<file path="src/design/stc_pkg.sv">
// Package: types, constants and template ROM for the spectral template classifier.
package stc_pkg;

	localparam int NUM_BANDS = 4;
	localparam int NUM_CLASSES = 5;
	localparam int FRACTION_BITS = 16;
	localparam int ERR_OUT_FRAC = 30;
	localparam int BAND_W = 32;
	localparam int CLASS_W = 3;
	localparam int NORM_W = FRACTION_BITS + 1;
	localparam int SQ_W = 2 * NORM_W;
	localparam int ERR_W = SQ_W + $clog2(NUM_BANDS) + 1;
	localparam int BAND_IDX_W = $clog2(NUM_BANDS);
	localparam int DIV_STEPS = FRACTION_BITS;
	localparam int DIVS_PER_STAGE = 2;
	localparam int DIV_STAGES = (DIV_STEPS + DIVS_PER_STAGE - 1) / DIVS_PER_STAGE;
	localparam int QUO_W = DIVS_PER_STAGE * DIV_STAGES + 1;
	localparam int SHIFT_W = $clog2(BAND_W + 1);

	typedef struct packed {
		logic [BAND_W-1:0] band3_strength;
		logic [BAND_W-1:0] band2_strength;
		logic [BAND_W-1:0] band1_strength;
		logic [BAND_W-1:0] band0_strength;
	} in_item_t;

	typedef struct packed {
		logic [CLASS_W-1:0] best_class;
		logic undetermined;
		logic [31:0] least_error;
	} out_item_t;

	typedef logic [NORM_W-1:0] norm_vec_t [NUM_BANDS];

	typedef struct packed {
		logic valid;
		logic zero;
	} ctl_t;

	// templates pre-normalized: floor(entry * 2^16 / row max)
	//   warship   200 150 60 20
	//   escort    100 120 80 60
	//   merchant  120 100 80 40
	//   submarine  50  50 40 30
	//   torpedo    10  40 80 70
	localparam logic [NORM_W-1:0] TMPL_ROM [NUM_CLASSES][NUM_BANDS] = '{
		'{17'd65536, 17'd49152, 17'd19660, 17'd6553},
		'{17'd54613, 17'd65536, 17'd43690, 17'd32768},
		'{17'd65536, 17'd54613, 17'd43690, 17'd21845},
		'{17'd65536, 17'd65536, 17'd52428, 17'd39321},
		'{17'd8192, 17'd32768, 17'd65536, 17'd57344}
	};

	function automatic logic [NORM_W-1:0] tmpl(input int k, input int i);
		if (k < 0 || k >= NUM_CLASSES || i < 0 || i >= NUM_BANDS)
			return '0;
		return TMPL_ROM[k][i];
	endfunction

endpackage

</file>
<file path="src/design/stc_class_cell.sv">
// Class cell: squared error against one template, running minimum handed on.
module stc_class_cell (
	input  logic clk,
	input  logic arst_n,
	input  logic [3:0] class_idx,
	input  stc_pkg::norm_vec_t norm_in,
	input  stc_pkg::ctl_t ctl_in,
	input  logic [stc_pkg::ERR_W-1:0] best_err_in,
	input  logic [stc_pkg::CLASS_W-1:0] best_in,
	output stc_pkg::norm_vec_t norm_out,
	output stc_pkg::ctl_t ctl_out,
	output logic [stc_pkg::ERR_W-1:0] best_err_out,
	output logic [stc_pkg::CLASS_W-1:0] best_out
);
	logic [stc_pkg::SQ_W-1:0] sq_s1 [stc_pkg::NUM_BANDS];
	stc_pkg::norm_vec_t norm_s1;
	stc_pkg::ctl_t ctl_s1;
	logic [stc_pkg::ERR_W-1:0] best_err_s1;
	logic [stc_pkg::CLASS_W-1:0] best_s1;
	logic [stc_pkg::ERR_W-1:0] err;

	always_comb begin
		err = '0;
		for (int b = 0; b < stc_pkg::NUM_BANDS; b++)
			err = err + stc_pkg::ERR_W'(sq_s1[b]);
	end

	always_ff @(posedge clk or negedge arst_n) begin
		if (!arst_n) begin
			ctl_s1 <= '0;
			ctl_out <= '0;
		end else begin
			ctl_s1 <= ctl_in;
			ctl_out <= ctl_s1;
		end
	end

	always_ff @(posedge clk) begin
		for (int b = 0; b < stc_pkg::NUM_BANDS; b++) begin
			logic [stc_pkg::NORM_W-1:0] t, d;
			t = stc_pkg::tmpl(int'(class_idx), b);
			d = (norm_in[b] >= t) ? norm_in[b] - t : t - norm_in[b];
			sq_s1[b] <= d * d;
		end
		norm_s1 <= norm_in;
		best_err_s1 <= best_err_in;
		best_s1 <= best_in;
		norm_out <= norm_s1;
		if (class_idx == 4'd0 || err < best_err_s1) begin
			best_err_out <= err;
			best_out <= stc_pkg::CLASS_W'(class_idx);
		end else begin
			best_err_out <= best_err_s1;
			best_out <= best_s1;
		end
	end
endmodule

</file>
<file path="config.mk">
export PLATFORM = sky130hd
export DESIGN_NAME = stc_class_cell
export DESIGN_NICKNAME = d
export VERILOG_FILES = /design/src/design/stc_pkg.sv /design/src/design/stc_class_cell.sv
export SDC_FILE = /design/constraint.sdc
export NUM_CORES = 2
export LEC_CHECK = 0
export ABC_AREA = 1
export BUFFER_PORTS_ARGS = -buffer_cell sky130_fd_sc_hd__buf_2
export CORE_ASPECT_RATIO = 0.9
export CORE_MARGIN = 3
export CORE_UTILIZATION = 63
export CTS_CLUSTER_DIAMETER = 200
export DETAILED_ROUTE_END_ITERATION = 12
export PLACE_DENSITY = 0.82
export SKIP_LAST_GASP = 1
export SYNTH_ARGS = -nofsm -noshare
export SYNTH_HDL_FRONTEND = slang
export SYNTH_SLANG_ARGS = --single-unit
</file>
<file path="constraint.sdc">
create_clock -name clk -period 8.05 [get_ports clk]
set_input_delay 1.61 -clock clk [delete_from_list [all_inputs] [get_ports clk]]
set_output_delay 1.61 -clock clk [all_outputs]
set_load 0.05 [all_outputs]
</file>
==> results by group, run 1 <==
Clock network
  • H-tree levels: 2
  • Root Driver: clkbuf_16
  • Clock sinks: 351
  • Clk buf depth: 3
  • CTS Buf Count: 39
  • Hold buffer count at cts: 0

Placement
  • Cells after DPL: a little under 9000
  • Post-DP HPWL: approximately 140000 um
  • Port buffer count: 225
  • Placer Congestion: 1.024

Synth
  • Synthesized area: 52620 um2
  • Ys Warns: 0
  • Ys async rst share: roughly 1.1%
  • Number of synthesized flops with an enable pin: 0
  • Synthesized Nets: 8039
  • Synth Flop Type: dfxtp_1
  • Unique masters post-synth: between 50 and 60
  • Post-synthesis sequential area ratio: 13.39%
  • Post-synthesis area per instance: 8.107 um2
  • #FFs+latches synth: 351
  • Mapped Cells: 6491

Run status
  • Error: [ERROR GRT-0232] Routing congestion too high. Check the congestion heatmap in the GUI.
  • Last stage: 5_1_grt
  • Status: did not finish

Timing
  • Worst setup endpoint GRT: sq_s1[2][29]$_DFF_P_/D
  • Worst ep type: sequential cell input

GRT
  • Grt ovf: 139
  • Largest net degree at the start of global routing: between 60 and 70
  • All-layer global routing usage: between 70% and 80%

Floorplan
  • Row Count: 99
  • Initial Util: between 60 and 70%
  • Die height: 280.2 um
  • Die width: 310.6 um
  • Num ports: 226
layer usage:
metal / track usage, % / overflow
met1: 73.02 / 5
met2: 91.55 / 64
met3: 64.26 / 7
met4: 77.11 / 62
met5: 44.16 / 1
per-stage QoR:
stage	cell area (um2)	util, %	TNS [ns]	hold slack, ns	setup slack, ns
2_1_floorplan	53310	-	-4.694	0.3096	-0.2155
3_3_place_gp	64000	78.17	-63.83	0.3096	-1.093
3_5_place_dp	64000	78.17	-88.77	0.3121	-1.184
4_1_cts	69230	84.55	-2.969	0.3155	-0.1803
cells by family after synthesis:
logic type               share of synthesized area, %
adder cells (fa/ha/maj)                         45.87
other                                        0.007126
flip-flops                                      13.39
AO/OA/AOI/OAI                                   6.510
buffers and inverters                           13.02
AND/OR/NAND/NOR                                 17.06
XOR/XNOR                                        4.142
cells in the mapped netlist, drive strengths merged (26+ instances only):
cell	instances	area share (%)
a21o	26	0.37
ha	603	14
nand3	177	1.7
xor2	190	3.2
xnor2	58	0.97
nor3	31	0.29
a21oi	307	2.9
o21bai	39	0.56
nand4	32	0.41
o21ai	194	1.9
inv	1630	12
fa	829	32
dfxtp	347	13
nor2	692	5.8
nand2	1143	8.5
buf	86	1.2
timing repair:
action / CTS
gates resized for setup: 648
cloned: 7
setup endpoints to repair: 90
buffers inserted: 129
pin swaps: 178
==> inputs of run 2 (changes only) <==
--- a/config.mk
+++ b/config.mk
@@ -7,12 +7,10 @@
 export LEC_CHECK = 0
 export ABC_AREA = 1
 export BUFFER_PORTS_ARGS = -buffer_cell sky130_fd_sc_hd__buf_2
-export CORE_ASPECT_RATIO = 0.9
 export CORE_MARGIN = 3
-export CORE_UTILIZATION = 63
-export CTS_CLUSTER_DIAMETER = 200
+export CORE_UTILIZATION = 40
 export DETAILED_ROUTE_END_ITERATION = 12
-export PLACE_DENSITY = 0.82
+export PLACE_DENSITY_LB_ADDON = 0.15
 export SKIP_LAST_GASP = 1
 export SYNTH_ARGS = -nofsm -noshare
 export SYNTH_HDL_FRONTEND = slang
==> run 2 against run 1 <==
  * The flow now finishes, with violations (setup timing)
  * Synthesized cell count unchanged
  * Area after synthesis unchanged
==> results by group, run 2 <==
GRT
  • Grt ovf: 0
  • All-layer global routing usage: 23.33%
  • Vias in the first global route: roughly 48000
  • Largest net degree at the start of global routing: 25
  • Initial antenna violation count: 1
  • First-pass GRT wire length: 252900 um

Routing
  • Antenna Violating Nets Remaining: 0
  • Via density: 4.650
  • Starting DRT DRC Count: 2110
  • Post-DR wirelength/cell: approximately 16 um
  • Residual DRC: 0
  • Total Wirelength: approximately 160000 um
  • Via count: around 46000
  • DR pass1 iterations: 7

Floorplan
  • Die height: 368.7 um (+32%)
  • Row Count: 132 (+33%)
  • Die Area: around 140000 um2
  • Num ports: 226 (unchanged)
  • Initial Util: 40.43% (-24 points)
  • Die width: 368.7 um (+19%)
  • Core Box Area: 130100 um2

Synth
  • Number of synthesized flops with an enable pin: 0 (unchanged)
  • Synthesized Nets: 8039 (unchanged)
  • Synth Flop Type: dfxtp_1
  • Ys async rst share: 1.140% (unchanged)
  • Post-synthesis area per instance: 8.107 um2 (unchanged)
  • Top-count cell post-synth: inv_1
  • Yosys top cell area share: 31.54% (unchanged)
  • Dominant cells by area after synthesis: fa_1 (32%), ha_1 (14%), dfxtp_1 (13%), inv_1 (11%), nand2_1 (7.8%)
  • Ys Warns: 0 (unchanged)
  • Post-synthesis sequential area ratio: 13.39% (unchanged)
  • Commonest cells in the synthesized netlist: inv_1 (1517), nand2_1 (1097), fa_1 (829), ha_1 (603), nor2_1 (551)
  • Mapped Cells: 6491 (unchanged)
  • #FFs+latches synth: 351 (unchanged)
  • Top cell type by total area after synthesis: fa_1
  • Synthesized area: 52620 um2 (unchanged)
  • Unique masters post-synth: 53 (unchanged)

Hold path
  • Worst Hold Class: flip-flop to flip-flop

Timing
  • Final WS setup: -0.1568 ns
  • Max-slew violations: 0
  • Rel. slew slack: 24.44%
  • Setup violators final: 22
  • Crit share post-route: 101.9%
  • Hold Vio Cnt, Final: 0
  • Period minus WS final: 8.207 ns
  • Actual slew at the worst max-slew pin: ~1.1 ns
  • Fmax: about 0.12 GHz
  • Worst Clk Skew: 0.03898 ns
  • RSZ-0062 raised after global routing: true

Clock network
  • Clock-pin slew on the worst setup and hold paths: 0.07 ns
  • Clk buf depth: 3 (unchanged)
  • H-tree levels: 2 (unchanged)
  • Clock latency on the worst-skew pair: 0.68 ns
  • CTS Buf Count: 45 (+15%)
  • Root Driver: clkbuf_16
  • Clock sinks: 351 (unchanged)
  • CTS tree: yes

Setup path
  • WP data required: 8.62 ns
  • CP peak stage delay: around 0.56 ns
  • Slowest-stage cell, CP: fa_1
  • Setup crit start kind: input port
  • Worst Setup End Kind: flip-flop
  • WP data arrival: 8.77 ns
  • Crit Path Class: input port to flip-flop
  • Largest fanout on the critical path: 4

Finish
  • Max FFs per register: 132
  • Core Util, Final: 57.78%
  • Most common cell after layout, fill and taps aside: inv_1
  • Largest regs: sq_s1 (132), norm_out (68), norm_s1 (67)
  • Layout cells sized above 1: between 30% and 40%
  • Layout area overhead: 42.90%
  • Largest register by flop count: sq_s1
  • # nets final: 9704
  • Antenna cells: 0
  • Most frequent cells in the layout: inv_1 (1375), buf_4 (1340), nand2_1 (849)

Placement
  • Post-DP HPWL: 135900 um (-1.1%)
  • Port buffer count: 225 (unchanged)
  • Placer Congestion: 0.9419 (-8.0%)

Job
  • Max-Cap Viols: 0

Run status
  • Status: finished, violations left
  • Failing checks: setup timing
[run 2: cell counts after synthesis]
No cell type changed its count.
[run 2: cell families (layout without fill, tap and decap cells)]
family          Yosys count  in the layout  synth area share (%)
fa+ha+maj              1432           1432                 45.87
flops                   351            351                 13.39
simple gates           2102           2107                 17.06
compound gates          618            618                 6.510
buf+inv                1739           3436                 13.02
other cells               1              1              0.007126
xor+xnor                248            248                 4.142
[run 2: path summary, 6_finish.rpt]
| check | from | to | slack, ns | cells after the start |
|---|---|---|---|---|
| worst max-delay path | class_idx[3] | sq_s1[0][28]$_DFF_P_ | -0.16 | 38 |
| worst min register to register | norm_s1[54]$_DFF_P_ | norm_out[54]$_DFF_P_ | 0.31 | 0 |
| max in group asynchronous | arst_n | ctl_out[0]$_DFF_PN0_ | 7.19 | 1 |
| worst min-delay path | norm_s1[54]$_DFF_P_ | norm_out[54]$_DFF_P_ | 0.31 | 0 |
| worst max register to register | sq_s1[3][4]$_DFF_P_ | best_err_out[2]$_DFF_P_ | 1.92 | 21 |
| min in group asynchronous | arst_n | ctl_out[1]$_DFF_PN0_ | 0.75 | 1 |
[run 2: through the flow]
step	TNS, ns	hold WS (ns)	setup slack (ns)	cells	cell area, um2
after floorplan	-4.694	0.3096	-0.2155	6491	53310
after global placement	-82.83	0.3098	-1.247	9630	65720
after detailed placement	-88.32	0.3121	-1.236	9630	65720
after CTS	-1.102	0.3009	-0.1173	9805	70320
after global routing	-14.12	0.3192	-0.3715	9935	75200
final	-1.008	0.3075	-0.1568	9935	75200
[run 2: layout make-up]
cell class	instances	area, um2
Sequential cell	351	7047
Clock inverter	31	427.9
Clock buffer	53	1186
Fill cell	11780	54950
Multi-Input combinational cell	4406	44650
Inverter	1633	6325
Timing Repair inverter	2	20.02
Tap cell	1742	2180
Timing Repair Buffer	1717	13360
[run 2: timing repair]
| item | in CTS | in global routing |
|---|---|---|
| setup buffers | 86 | 141 |
| hold buffers | 0 | 0 |
| resized for setup | 525 | 1018 |
| pin swaps | 181 | 420 |
| endpoints found under the setup margin | 83 | 91 |
| gates cloned | 5 | 2 |
[run 2: metal layers]
metal,up-vias,share of wire (%),track usage (%)
met4,0,2.3,4.649
met1,22450,46,32.15
met2,814,48,39.75
met3,166,3.9,2.499
li1,22770,-,-
met5,-,0,0
[run 2: worst max-delay path: cells and delay by family]
kind / cells / cell delay, ns
buffers and inverters: 12 / 1.18
AND/OR/NAND/NOR: 13 / 1.72
AO/OA/AOI/OAI: 3 / 0.35
adder cells (fa/ha/maj): 8 / 3.55
XOR/XNOR: 2 / 0.33
Power of run 2 is not shown: default switching activity piles up to over one toggle a cycle in this logic, so the estimate is an artifact.
