===== src/design/stc_pkg.sv =====
// Package: types, constants and template ROM for the spectral template classifier.
package stc_pkg;

	localparam int NUM_BANDS = 4;
	localparam int NUM_CLASSES = 5;
	localparam int FRACTION_BITS = 16;
	localparam int ERR_OUT_FRAC = 30;
	localparam int BAND_W = 32;
	localparam int CLASS_W = 3;
	localparam int NORM_W = FRACTION_BITS + 1;
	localparam int SQ_W = 2 * NORM_W;
	localparam int ERR_W = SQ_W + $clog2(NUM_BANDS) + 1;
	localparam int BAND_IDX_W = $clog2(NUM_BANDS);
	localparam int DIV_STEPS = FRACTION_BITS;
	localparam int DIVS_PER_STAGE = 2;
	localparam int DIV_STAGES = (DIV_STEPS + DIVS_PER_STAGE - 1) / DIVS_PER_STAGE;
	localparam int QUO_W = DIVS_PER_STAGE * DIV_STAGES + 1;
	localparam int SHIFT_W = $clog2(BAND_W + 1);

	typedef struct packed {
		logic [BAND_W-1:0] band3_strength;
		logic [BAND_W-1:0] band2_strength;
		logic [BAND_W-1:0] band1_strength;
		logic [BAND_W-1:0] band0_strength;
	} in_item_t;

	typedef struct packed {
		logic [CLASS_W-1:0] best_class;
		logic undetermined;
		logic [31:0] least_error;
	} out_item_t;

	typedef logic [NORM_W-1:0] norm_vec_t [NUM_BANDS];

	typedef struct packed {
		logic valid;
		logic zero;
	} ctl_t;

	// templates pre-normalized: floor(entry * 2^16 / row max)
	//   warship   200 150 60 20
	//   escort    100 120 80 60
	//   merchant  120 100 80 40
	//   submarine  50  50 40 30
	//   torpedo    10  40 80 70
	localparam logic [NORM_W-1:0] TMPL_ROM [NUM_CLASSES][NUM_BANDS] = '{
		'{17'd65536, 17'd49152, 17'd19660, 17'd6553},
		'{17'd54613, 17'd65536, 17'd43690, 17'd32768},
		'{17'd65536, 17'd54613, 17'd43690, 17'd21845},
		'{17'd65536, 17'd65536, 17'd52428, 17'd39321},
		'{17'd8192, 17'd32768, 17'd65536, 17'd57344}
	};

	function automatic logic [NORM_W-1:0] tmpl(input int k, input int i);
		if (k < 0 || k >= NUM_CLASSES || i < 0 || i >= NUM_BANDS)
			return '0;
		return TMPL_ROM[k][i];
	endfunction

endpackage


===== src/design/stc_div_cell.sv =====
// Divider cell: DIVS_PER_STAGE (two) restoring quotient steps for every band, then a register.
module stc_div_cell (
	input  logic clk,
	input  logic [stc_pkg::BAND_W-1:0] den_in,
	input  logic [stc_pkg::BAND_W:0] rem_in [stc_pkg::NUM_BANDS],
	input  logic [stc_pkg::QUO_W-1:0] quo_in [stc_pkg::NUM_BANDS],
	input  stc_pkg::ctl_t ctl_in,
	input  logic arst_n,
	output logic [stc_pkg::BAND_W-1:0] den_out,
	output logic [stc_pkg::BAND_W:0] rem_out [stc_pkg::NUM_BANDS],
	output logic [stc_pkg::QUO_W-1:0] quo_out [stc_pkg::NUM_BANDS],
	output stc_pkg::ctl_t ctl_out
);
	logic [stc_pkg::BAND_W:0] rem_d [stc_pkg::NUM_BANDS];
	logic [stc_pkg::QUO_W-1:0] quo_d [stc_pkg::NUM_BANDS];

	always_comb begin
		logic [stc_pkg::BAND_W+1:0] t;
		t = '0;
		for (int b = 0; b < stc_pkg::NUM_BANDS; b++) begin
			rem_d[b] = rem_in[b];
			quo_d[b] = quo_in[b];
			for (int s = 0; s < stc_pkg::DIVS_PER_STAGE; s++) begin
				t = {rem_d[b], 1'b0};
				quo_d[b] = {quo_d[b][stc_pkg::QUO_W-2:0], 1'b0};
				if (t >= {2'b00, den_in}) begin
					t = t - {2'b00, den_in};
					quo_d[b][0] = 1'b1;
				end
				rem_d[b] = t[stc_pkg::BAND_W:0];
			end
		end
	end

	always_ff @(posedge clk or negedge arst_n) begin
		if (!arst_n) begin
			ctl_out <= '0;
		end else begin
			ctl_out <= ctl_in;
		end
	end

	always_ff @(posedge clk) begin
		den_out <= den_in;
		rem_out <= rem_d;
		quo_out <= quo_d;
	end
endmodule


===== config.mk =====
export PLATFORM = sky130hd
export DESIGN_NAME = stc_div_cell
export DESIGN_NICKNAME = d
export VERILOG_FILES = /design/src/design/stc_pkg.sv /design/src/design/stc_div_cell.sv
export SDC_FILE = /design/constraint.sdc
export NUM_CORES = 1
export LEC_CHECK = 0
export ABC_AREA = 1
export CORE_UTILIZATION = 45
export DETAILED_ROUTE_END_ITERATION = 12
export DONT_BUFFER_PORTS = 1
export GPL_ROUTABILITY_DRIVEN = 0
export GPL_TIMING_DRIVEN = 0
export PLACE_DENSITY_LB_ADDON = 0.25
export SETUP_SLACK_MARGIN = 0.1
export SLEW_MARGIN = 20
export SYNTH_ARGS = -nofsm -noshare
export SYNTH_HDL_FRONTEND = slang
export SYNTH_SLANG_ARGS = --single-unit
export TNS_END_PERCENT = 1

===== constraint.sdc =====
create_clock -name clk -period 0.8 [get_ports clk]
set_input_delay 0.12 -clock clk [delete_from_list [all_inputs] [get_ports clk]]
set_output_delay 0.12 -clock clk [all_outputs]
set_load 0.03 [all_outputs]

==> metrics.txt, run 1 <==
# TYPE chip_impl_metric gauge
chip_impl_info{name="status",value="finished, violations left"} 1
chip_impl_metric{name="synthesis.area",unit="um^2"} 25200
chip_impl_metric{name="use_met1",unit="%"} 45.9
chip_impl_metric{name="post-route-worst-setup-slack",unit="ps"} -2700
chip_impl_metric{name="maxcap_viol_count",unit=""} 0
chip_impl_metric{name="setup_violations",unit=""} 374
chip_impl_metric{name="min_path_cells",unit=""} 4
chip_impl_metric{name="cp.required",unit="ps"} 1230
chip_impl_info{name="startpoint",value="den_in[12]"} 1
chip_impl_metric{name="cellLeakagePower",unit="nW"} 17.3
chip_impl_metric{name="drt-initial-drc-count",unit=""} 3270
chip_impl_metric{name="met3_usage",unit="%"} 8.76
chip_impl_info{name="cp_top_family",value="simple AND/OR/NAND/NOR gates"} 1
chip_impl_metric{name="routed_wl",unit="mm"} 122
chip_impl_metric{name="syn-mean-instance-area",unit="um^2"} 5.94
chip_impl_metric{name="ys_types",unit=""} 53
chip_impl_metric{name="report.final.hold_viol_count",unit=""} 102
chip_impl_metric{name="path_depth",unit=""} 28
chip_impl_metric{name="gr-total-overflow",unit=""} 0
chip_impl_metric{name="synth-seq-cells",unit=""} 234
chip_impl_metric{name="grt.met2_usage",unit="%"} 62.2
chip_impl_metric{name="post_cts_hold_fix_bufs",unit=""} 96
chip_impl_metric{name="worst_setup_hold_path_clk_slew",unit="ps"} 70
chip_impl_metric{name="route.antenna.remaining_nets",unit=""} 0
chip_impl_metric{name="place.port_buffers",unit=""} 0
chip_impl_metric{name="slew_violations",unit=""} 0
chip_impl_metric{name="synthesis.yosys.warnings",unit=""} 0
chip_impl_metric{name="coreArea",unit="um^2"} 55200
chip_impl_metric{name="period_minus_slack",unit="ps"} 3500
chip_impl_metric{name="final.period_utilization",unit="%"} 438
chip_impl_info{name="critPathCaptureType",value="flop"} 1
chip_impl_metric{name="clock_tree.buffer_depth",unit=""} 3
chip_impl_metric{name="finish.net_count",unit=""} 5203
chip_impl_metric{name="worst-slew-pin-transition",unit="ps"} 575
chip_impl_metric{name="postLayoutCellArea",unit="um^2"} 37300
chip_impl_metric{name="worstPathBufferInverterCount",unit=""} 8
chip_impl_metric{name="via_count_of_the_routed_design",unit=""} 31800
chip_impl_info{name="rsz0062_at_grt",value="true"} 1
chip_impl_info{name="min-delay-path-class",value="in -> reg"} 1
chip_impl_metric{name="synth_async_sr_flop_share",unit="%"} 0.855
chip_impl_info{name="clock_tree.root_cell",value="clkbuf_16"} 1
chip_impl_metric{name="power_density_over_cell_area",unit="nW/um^2"} 2250
chip_impl_metric{name="crit_path_max_fanout",unit=""} 11
chip_impl_metric{name="grt_first_pass_wirelength",unit="mm"} 168
chip_impl_metric{name="die_area",unit="um^2"} 57000
chip_impl_metric{name="depth_of_the_cts_h_tree",unit=""} 1
chip_impl_metric{name="area_growth",unit="%"} 47.8
chip_impl_info{name="timing.setup.critical_path_class",value="in -> reg"} 1
chip_impl_metric{name="detail_route.wl_per_cell",unit="um"} 22.2
chip_impl_metric{name="final_core_util",unit="%"} 67.5
chip_impl_metric{name="grt.total_usage",unit="%"} 38.7
chip_impl_metric{name="avgViaCountPerCell",unit=""} 5.80
chip_impl_metric{name="worst-endpoint-arrival",unit="ps"} 3940
chip_impl_metric{name="fin_setup_tns",unit="ps"} -430720
chip_impl_info{name="grt.busiest_layer",value="met2"} 1
chip_impl_metric{name="cp_slowest_stage_delay",unit="ps"} 380
chip_impl_metric{name="die_y",unit="um"} 239
chip_impl_metric{name="synth_fp_nets",unit=""} 4740
chip_impl_metric{name="worst_slew_margin_rel",unit="%"} 61.3
chip_impl_metric{name="tritoncts_buffer_count",unit=""} 25
chip_impl_metric{name="count_of_flip_flops_with_a_built_in_enable_after_synthesis",unit=""} 0
chip_impl_metric{name="final_hpwl_from_detailed_placement",unit="mm"} 82.6
chip_impl_metric{name="antenna_violations_before_repair",unit=""} 9
chip_impl_metric{name="drive_above_1_share",unit="%"} 29.9
chip_impl_metric{name="max_freq",unit="MHz"} 285
chip_impl_metric{name="seq_area_frac_synth",unit="%"} 18.6
chip_impl_metric{name="netlist_instances",unit=""} 4248
chip_impl_metric{name="initial_utilization",unit="%"} 45.7
chip_impl_metric{name="rows",unit=""} 86
chip_impl_info{name="violated_checks",value="negative hold slack, negative setup slack"} 1
chip_impl_info{name="timing.hold.worst.start",value="rem_in[101]"} 1
chip_impl_info{name="max_stage_delay_cell_worst_path",value="o21ai_2"} 1
chip_impl_info{name="cts_tree",value="done"} 1
chip_impl_metric{name="remaining_drc_errors",unit=""} 0
chip_impl_metric{name="num_io_pins",unit=""} 470
chip_impl_metric{name="number_of_global_route_vias_before_repair",unit=""} 29300
chip_impl_info{name="crit_path_start_kind",value="input pin"} 1
chip_impl_metric{name="die_w",unit="um"} 239
chip_impl_metric{name="grt_max_degree",unit=""} 15
chip_impl_metric{name="detail_route.first_pass.iterations",unit=""} 7
chip_impl_metric{name="vdd.ir_drop.worst",unit="V"} 0.00236
chip_impl_metric{name="clock_sink_count",unit=""} 234
chip_impl_info{name="timing.critical_path.mode_cell",value="nand2_2"} 1
chip_impl_metric{name="post_place_instance_area",unit="um^2"} 26400
chip_impl_info{name="synth_top_flop_cell",value="dfxtp_1"} 1
chip_impl_metric{name="whs",unit="ps"} -177
==> worst paths after layout <==
kind,to
max,rem_out[72]$_DFF_P_
min in group asynchronous,ctl_out[1]$_DFF_PN0_
min,rem_out[103]$_DFF_P_
max in group asynchronous,ctl_out[1]$_DFF_PN0_
==> where the power goes <==
part / switching [mW] / internal, mW
Combinational: 27.8 / 19.2
Clock: 5.18 / 5.97
Sequential: 9.26 / 16.6
==> cell type report <==
cell class / count / area (um^2)
fill: 4401 / 17900
buffer: 62 / 806
tap: 748 / 936
sequential: 234 / 5200
inverter: 559 / 2250
multi-input combinational: 3393 / 23000
clock buffer: 30 / 664
timing repair inverter: 1 / 8.76
clock inverter: 14 / 105
timing repair buffer: 435 / 4330
antenna: 5 / 12.5
==> flip-flops by register name (all words and copies together), names as in the netlist <==
register,flops
rem_out,132
quo_out,68
den_out,32
ctl_out,2
==> cells in the final DEF (no fill, tap or decap), types with 96 or more instances in the layout <==
master,n
nand2_1,1304
inv_1,498
nand3_1,308
nor2_1,273
buf_4,265
ha_4,206
a21oi_1,184
nand2_2,181
dfxtp_4,133
dfxtp_1,96
dlygate4sd3_1,96
==> repair_timing <==
action / CTS / global route
resized for setup: 698 / 655
gates cloned: 16 / 7
setup endpoints to repair: 374 / 374
pin swaps: 165 / 137
endpoints found under the hold margin: 215 / 102
buffers inserted: 245 / 72
==> routing by layer <==
layer / wire, um / vias to the layer above
met3: 14100 / 591
met5: 46 / -
met4: 11200 / 6
met2: 52000 / 2089
li1: - / 14600
met1: 44600 / 14500
==> cell families (layout without fill, tap and decap cells) <==
group	after synthesis	after routing	synth area share (%)
AOI/OAI and AO/OA	563	563	12.7
xor gates and xnor gates	173	173	6.00
adders and majority gates	256	256	12.8
buffers and inverters	621	1101	10.1
DFF	234	234	18.6
other	0	5	0
and+or+nand+nor	2401	2401	39.8
==> synth_stat cells, types with 20 or more instances <==
| master | number | area [um^2] |
|---|---|---|
| nand4_1 | 42 | 263 |
| nand3_1 | 334 | 1670 |
| a21o_1 | 39 | 293 |
| o21ai_1 | 35 | 175 |
| ha_1 | 252 | 3150 |
| nor3_1 | 50 | 250 |
| xor2_1 | 93 | 815 |
| or2_2 | 20 | 125 |
| a21oi_1 | 244 | 1220 |
| nor2_1 | 360 | 1350 |
| xnor2_1 | 80 | 701 |
| o21ai_0 | 132 | 661 |
| dfxtp_1 | 232 | 4640 |
| nand2_1 | 1499 | 5630 |
| nand2_2 | 23 | 144 |
| o21bai_1 | 51 | 383 |
| nand3b_1 | 21 | 158 |
| inv_1 | 548 | 2060 |
| buf_2 | 34 | 170 |
| a31oi_1 | 30 | 188 |
==> per-stage QoR <==
step	total power [mW]	worst slack (ps)	hold WS [ps]	std cells
after floorplan	47.4	-2660	-176	4248
after global placement	56.7	-4390	-176	4996
after detailed placement	56.8	-4420	-176	4996
after CTS	76.0	-2460	-191	5397
after global routing	88.0	-2800	-154	5477
final	84.0	-2700	-177	5481
Power figures use the tool's default switching activity.
==> run 2: changes to the inputs <==
SLEW_MARGIN = unset   (was 20)
clock period = 4.4 ns   (was 0.8 ns; I/O delays follow)
==> run 2 against run 1 <==
Compared with the run above: the run ends with negative setup slack left; sequential power shrank 83%; global-route usage down 3.0 points; critical path depth down 2; cell count decreased by 6.1%; sequential share of layout area grew 2.1 points; final area decreased by 21%; count of clock-buffer cells in the layout is 2 higher; total power down 85%; hold slack improved by 290 ps; critical endpoint is now rem_out[106]$_DFF_P_; largest cell class unchanged; highest routed layer unchanged.
==> metrics.txt, run 2 (synthesis gave the netlist of run 1 again) <==
# TYPE chip_impl_metric gauge
chip_impl_metric{name="initial_utilization",unit="%"} 45.7
chip_impl_info{name="critPathCaptureType",value="flop"} 1
chip_impl_metric{name="worst-slew-pin-transition",unit="ps"} 611
chip_impl_metric{name="cellLeakagePower",unit="nW"} 15.0
chip_impl_metric{name="via_count_of_the_routed_design",unit=""} 28500
chip_impl_metric{name="route.antenna.remaining_nets",unit=""} 0
chip_impl_metric{name="clock_tree.buffer_depth",unit=""} 3
chip_impl_metric{name="coreArea",unit="um^2"} 55200
chip_impl_metric{name="worst_slew_margin_rel",unit="%"} 58.8
chip_impl_info{name="timing.setup.critical_path_class",value="in -> reg"} 1
chip_impl_info{name="clock_tree.root_cell",value="clkbuf_16"} 1
chip_impl_metric{name="slew_violations",unit=""} 0
chip_impl_metric{name="power_density_over_cell_area",unit="nW/um^2"} 442
chip_impl_info{name="status",value="finished, violations left"} 1
chip_impl_info{name="layout_commonest_cell",value="nand2_1"} 1
chip_impl_metric{name="max_freq",unit="MHz"} 227
chip_impl_metric{name="final_hpwl_from_detailed_placement",unit="mm"} 80.4
chip_impl_metric{name="num_io_pins",unit=""} 470
chip_impl_metric{name="routed_wl",unit="mm"} 105
chip_impl_info{name="largest_registers_in_the_final_layout",value="rem_out: 132 flops, quo_out: 68 flops, den_out: 32 flops"} 1
chip_impl_metric{name="die_y",unit="um"} 239
chip_impl_info{name="violated_checks",value="negative setup slack"} 1
chip_impl_metric{name="period_minus_slack",unit="ps"} 4410
chip_impl_metric{name="drt-initial-drc-count",unit=""} 2937
chip_impl_info{name="crit_path_start_kind",value="input pin"} 1
chip_impl_metric{name="die_w",unit="um"} 239
chip_impl_metric{name="setup_violations",unit=""} 2
chip_impl_metric{name="postLayoutCellArea",unit="um^2"} 29300
chip_impl_metric{name="maxcap_viol_count",unit=""} 0
chip_impl_metric{name="finish.net_count",unit=""} 4877
chip_impl_metric{name="detail_route.first_pass.iterations",unit=""} 6
chip_impl_metric{name="remaining_drc_errors",unit=""} 0
chip_impl_metric{name="final.period_utilization",unit="%"} 100
chip_impl_metric{name="worst_setup_hold_path_clk_slew",unit="ps"} 70
chip_impl_metric{name="die_area",unit="um^2"} 57000
chip_impl_info{name="most-common-layout-cells",value="nand2_1, inv_1, nor2_1"} 1
chip_impl_metric{name="gr-total-overflow",unit=""} 0
chip_impl_metric{name="grt.total_usage",unit="%"} 35.7
chip_impl_info{name="cts_tree",value="done"} 1
chip_impl_metric{name="drive_above_1_share",unit="%"} 10.9
chip_impl_metric{name="detail_route.wl_per_cell",unit="um"} 20.4
chip_impl_metric{name="depth_of_the_cts_h_tree",unit=""} 1
chip_impl_metric{name="vdd.ir_drop.worst",unit="V"} 0.000473
chip_impl_metric{name="post-route-worst-setup-slack",unit="ps"} -7.06
chip_impl_metric{name="final_core_util",unit="%"} 53.1
chip_impl_metric{name="area_growth",unit="%"} 16.1
chip_impl_metric{name="clock_sink_count",unit=""} 234
chip_impl_metric{name="tritoncts_buffer_count",unit=""} 24
chip_impl_metric{name="grt_first_pass_wirelength",unit="mm"} 154
chip_impl_metric{name="post_place_instance_area",unit="um^2"} 26200
chip_impl_metric{name="grt_max_degree",unit=""} 18
chip_impl_info{name="rsz0062_at_grt",value="true"} 1
chip_impl_info{name="min-delay-path-class",value="in -> reg"} 1
chip_impl_metric{name="place.port_buffers",unit=""} 0
chip_impl_metric{name="antenna_violations_before_repair",unit=""} 8
chip_impl_metric{name="number_of_global_route_vias_before_repair",unit=""} 26200
chip_impl_metric{name="avgViaCountPerCell",unit=""} 5.54
chip_impl_metric{name="worst-endpoint-arrival",unit="ps"} 4800
chip_impl_metric{name="largest_register_ff_count",unit=""} 132
chip_impl_metric{name="crit_path_max_fanout",unit=""} 10
chip_impl_metric{name="cp.required",unit="ps"} 4800
chip_impl_metric{name="rows",unit=""} 86
chip_impl_metric{name="report.final.hold_viol_count",unit=""} 0
chip_impl_info{name="largest_register",value="rem_out"} 1
==> run 2: cell count changes in the layout (fill, tap and decap cells not counted), sizes merged <==
cell,previous run,this run
bufbuf,6,0
clkbuf,36,34
inv,531,529
bufinv,0,1
clkinv,10,6
buf,389,170
dlygate4sd3,96,1
clkinvlp,33,32
diode,5,1
==> run 2: final timing paths <==
check,startpoint,to,slack (ps),cells after the start
worst max-delay path,den_in[9],rem_out[106]$_DFF_P_,-7,26
worst min-delay path,den_in[18],den_out[18]$_DFF_P_,120,0
max in group asynchronous,arst_n,ctl_out[1]$_DFF_PN0_,3940,1
min in group asynchronous,arst_n,ctl_out[0]$_DFF_PN0_,340,1
==> run 2: through the flow <==
step	total power [mW]	instances	hold WS, ps	TNS, ps	worst slack (ps)
floorplan	8.58	4248	364	0	186
global placement	10.3	4996	364	-170290	-1540
detailed placement	10.3	4996	364	-171040	-1540
CTS	12.6	5141	73.6	0	78.8
global route	13.7	5148	93.6	-12660	-216
finish	12.9	5149	117	-8.79	-7.06
==> run 2: power by group <==
group	leakage, nW	internal [mW]	switching [mW]
registers	1.98	2.80	1.64
clock network	0.377	1.14	0.884
logic	12.7	2.26	4.22
total	15.0	6.20	6.75
==> run 2: critical path: stages <==
cell and delay, ps:
clkinvlp_4 210, buf_6 220, ha_1 340, nand2_1 120, nor2_1 160, nand2_1 90
nor2_1 170, nand3_1 120, nand3_1 150, nor2_4 60, nand2_4 110, inv_2 70
buf_4 190, o21ai_2 220, ha_1 330, a21oi_1 220, nand2_1 120, a21oi_2 190
nand2_2 120, nand2_1 100, nand2_2 100, nand2_4 140, nand4_4 170, buf_6 200
nand2_1 50, nand2_1 140
==> run 2: cell type report <==
cell class	instances	area (um^2)
clock inverters	9	80.1
inverters	559	2220
flip-flops and latches	234	4690
well taps	748	936
repair buffers	111	1280
plain buffers	62	546
diodes	1	2.50
fillers	5661	25900
multi-input cells	3393	18900
clock buffers	32	682
==> run 2: what timing repair did <==
item | CTS | global route
endpoints found under the hold margin | 2 | 0
pin swaps | 12 | 5
hold buffers | 1 | 0
gates resized for setup | 148 | 123
buffers inserted | 103 | 7
endpoints found under the setup margin | 136 | 136
==> run 2: layer usage <==
layer | track usage, % | vias up | share of wire, %
met1 | 45.9 | 12800 | 41
met3 | 7.62 | 306 | 11
met2 | 53.9 | 1484 | 41
li1 | - | 13900 | -
met5 | 0 | - | 0.046
met4 | 22.5 | 6 | 7.5
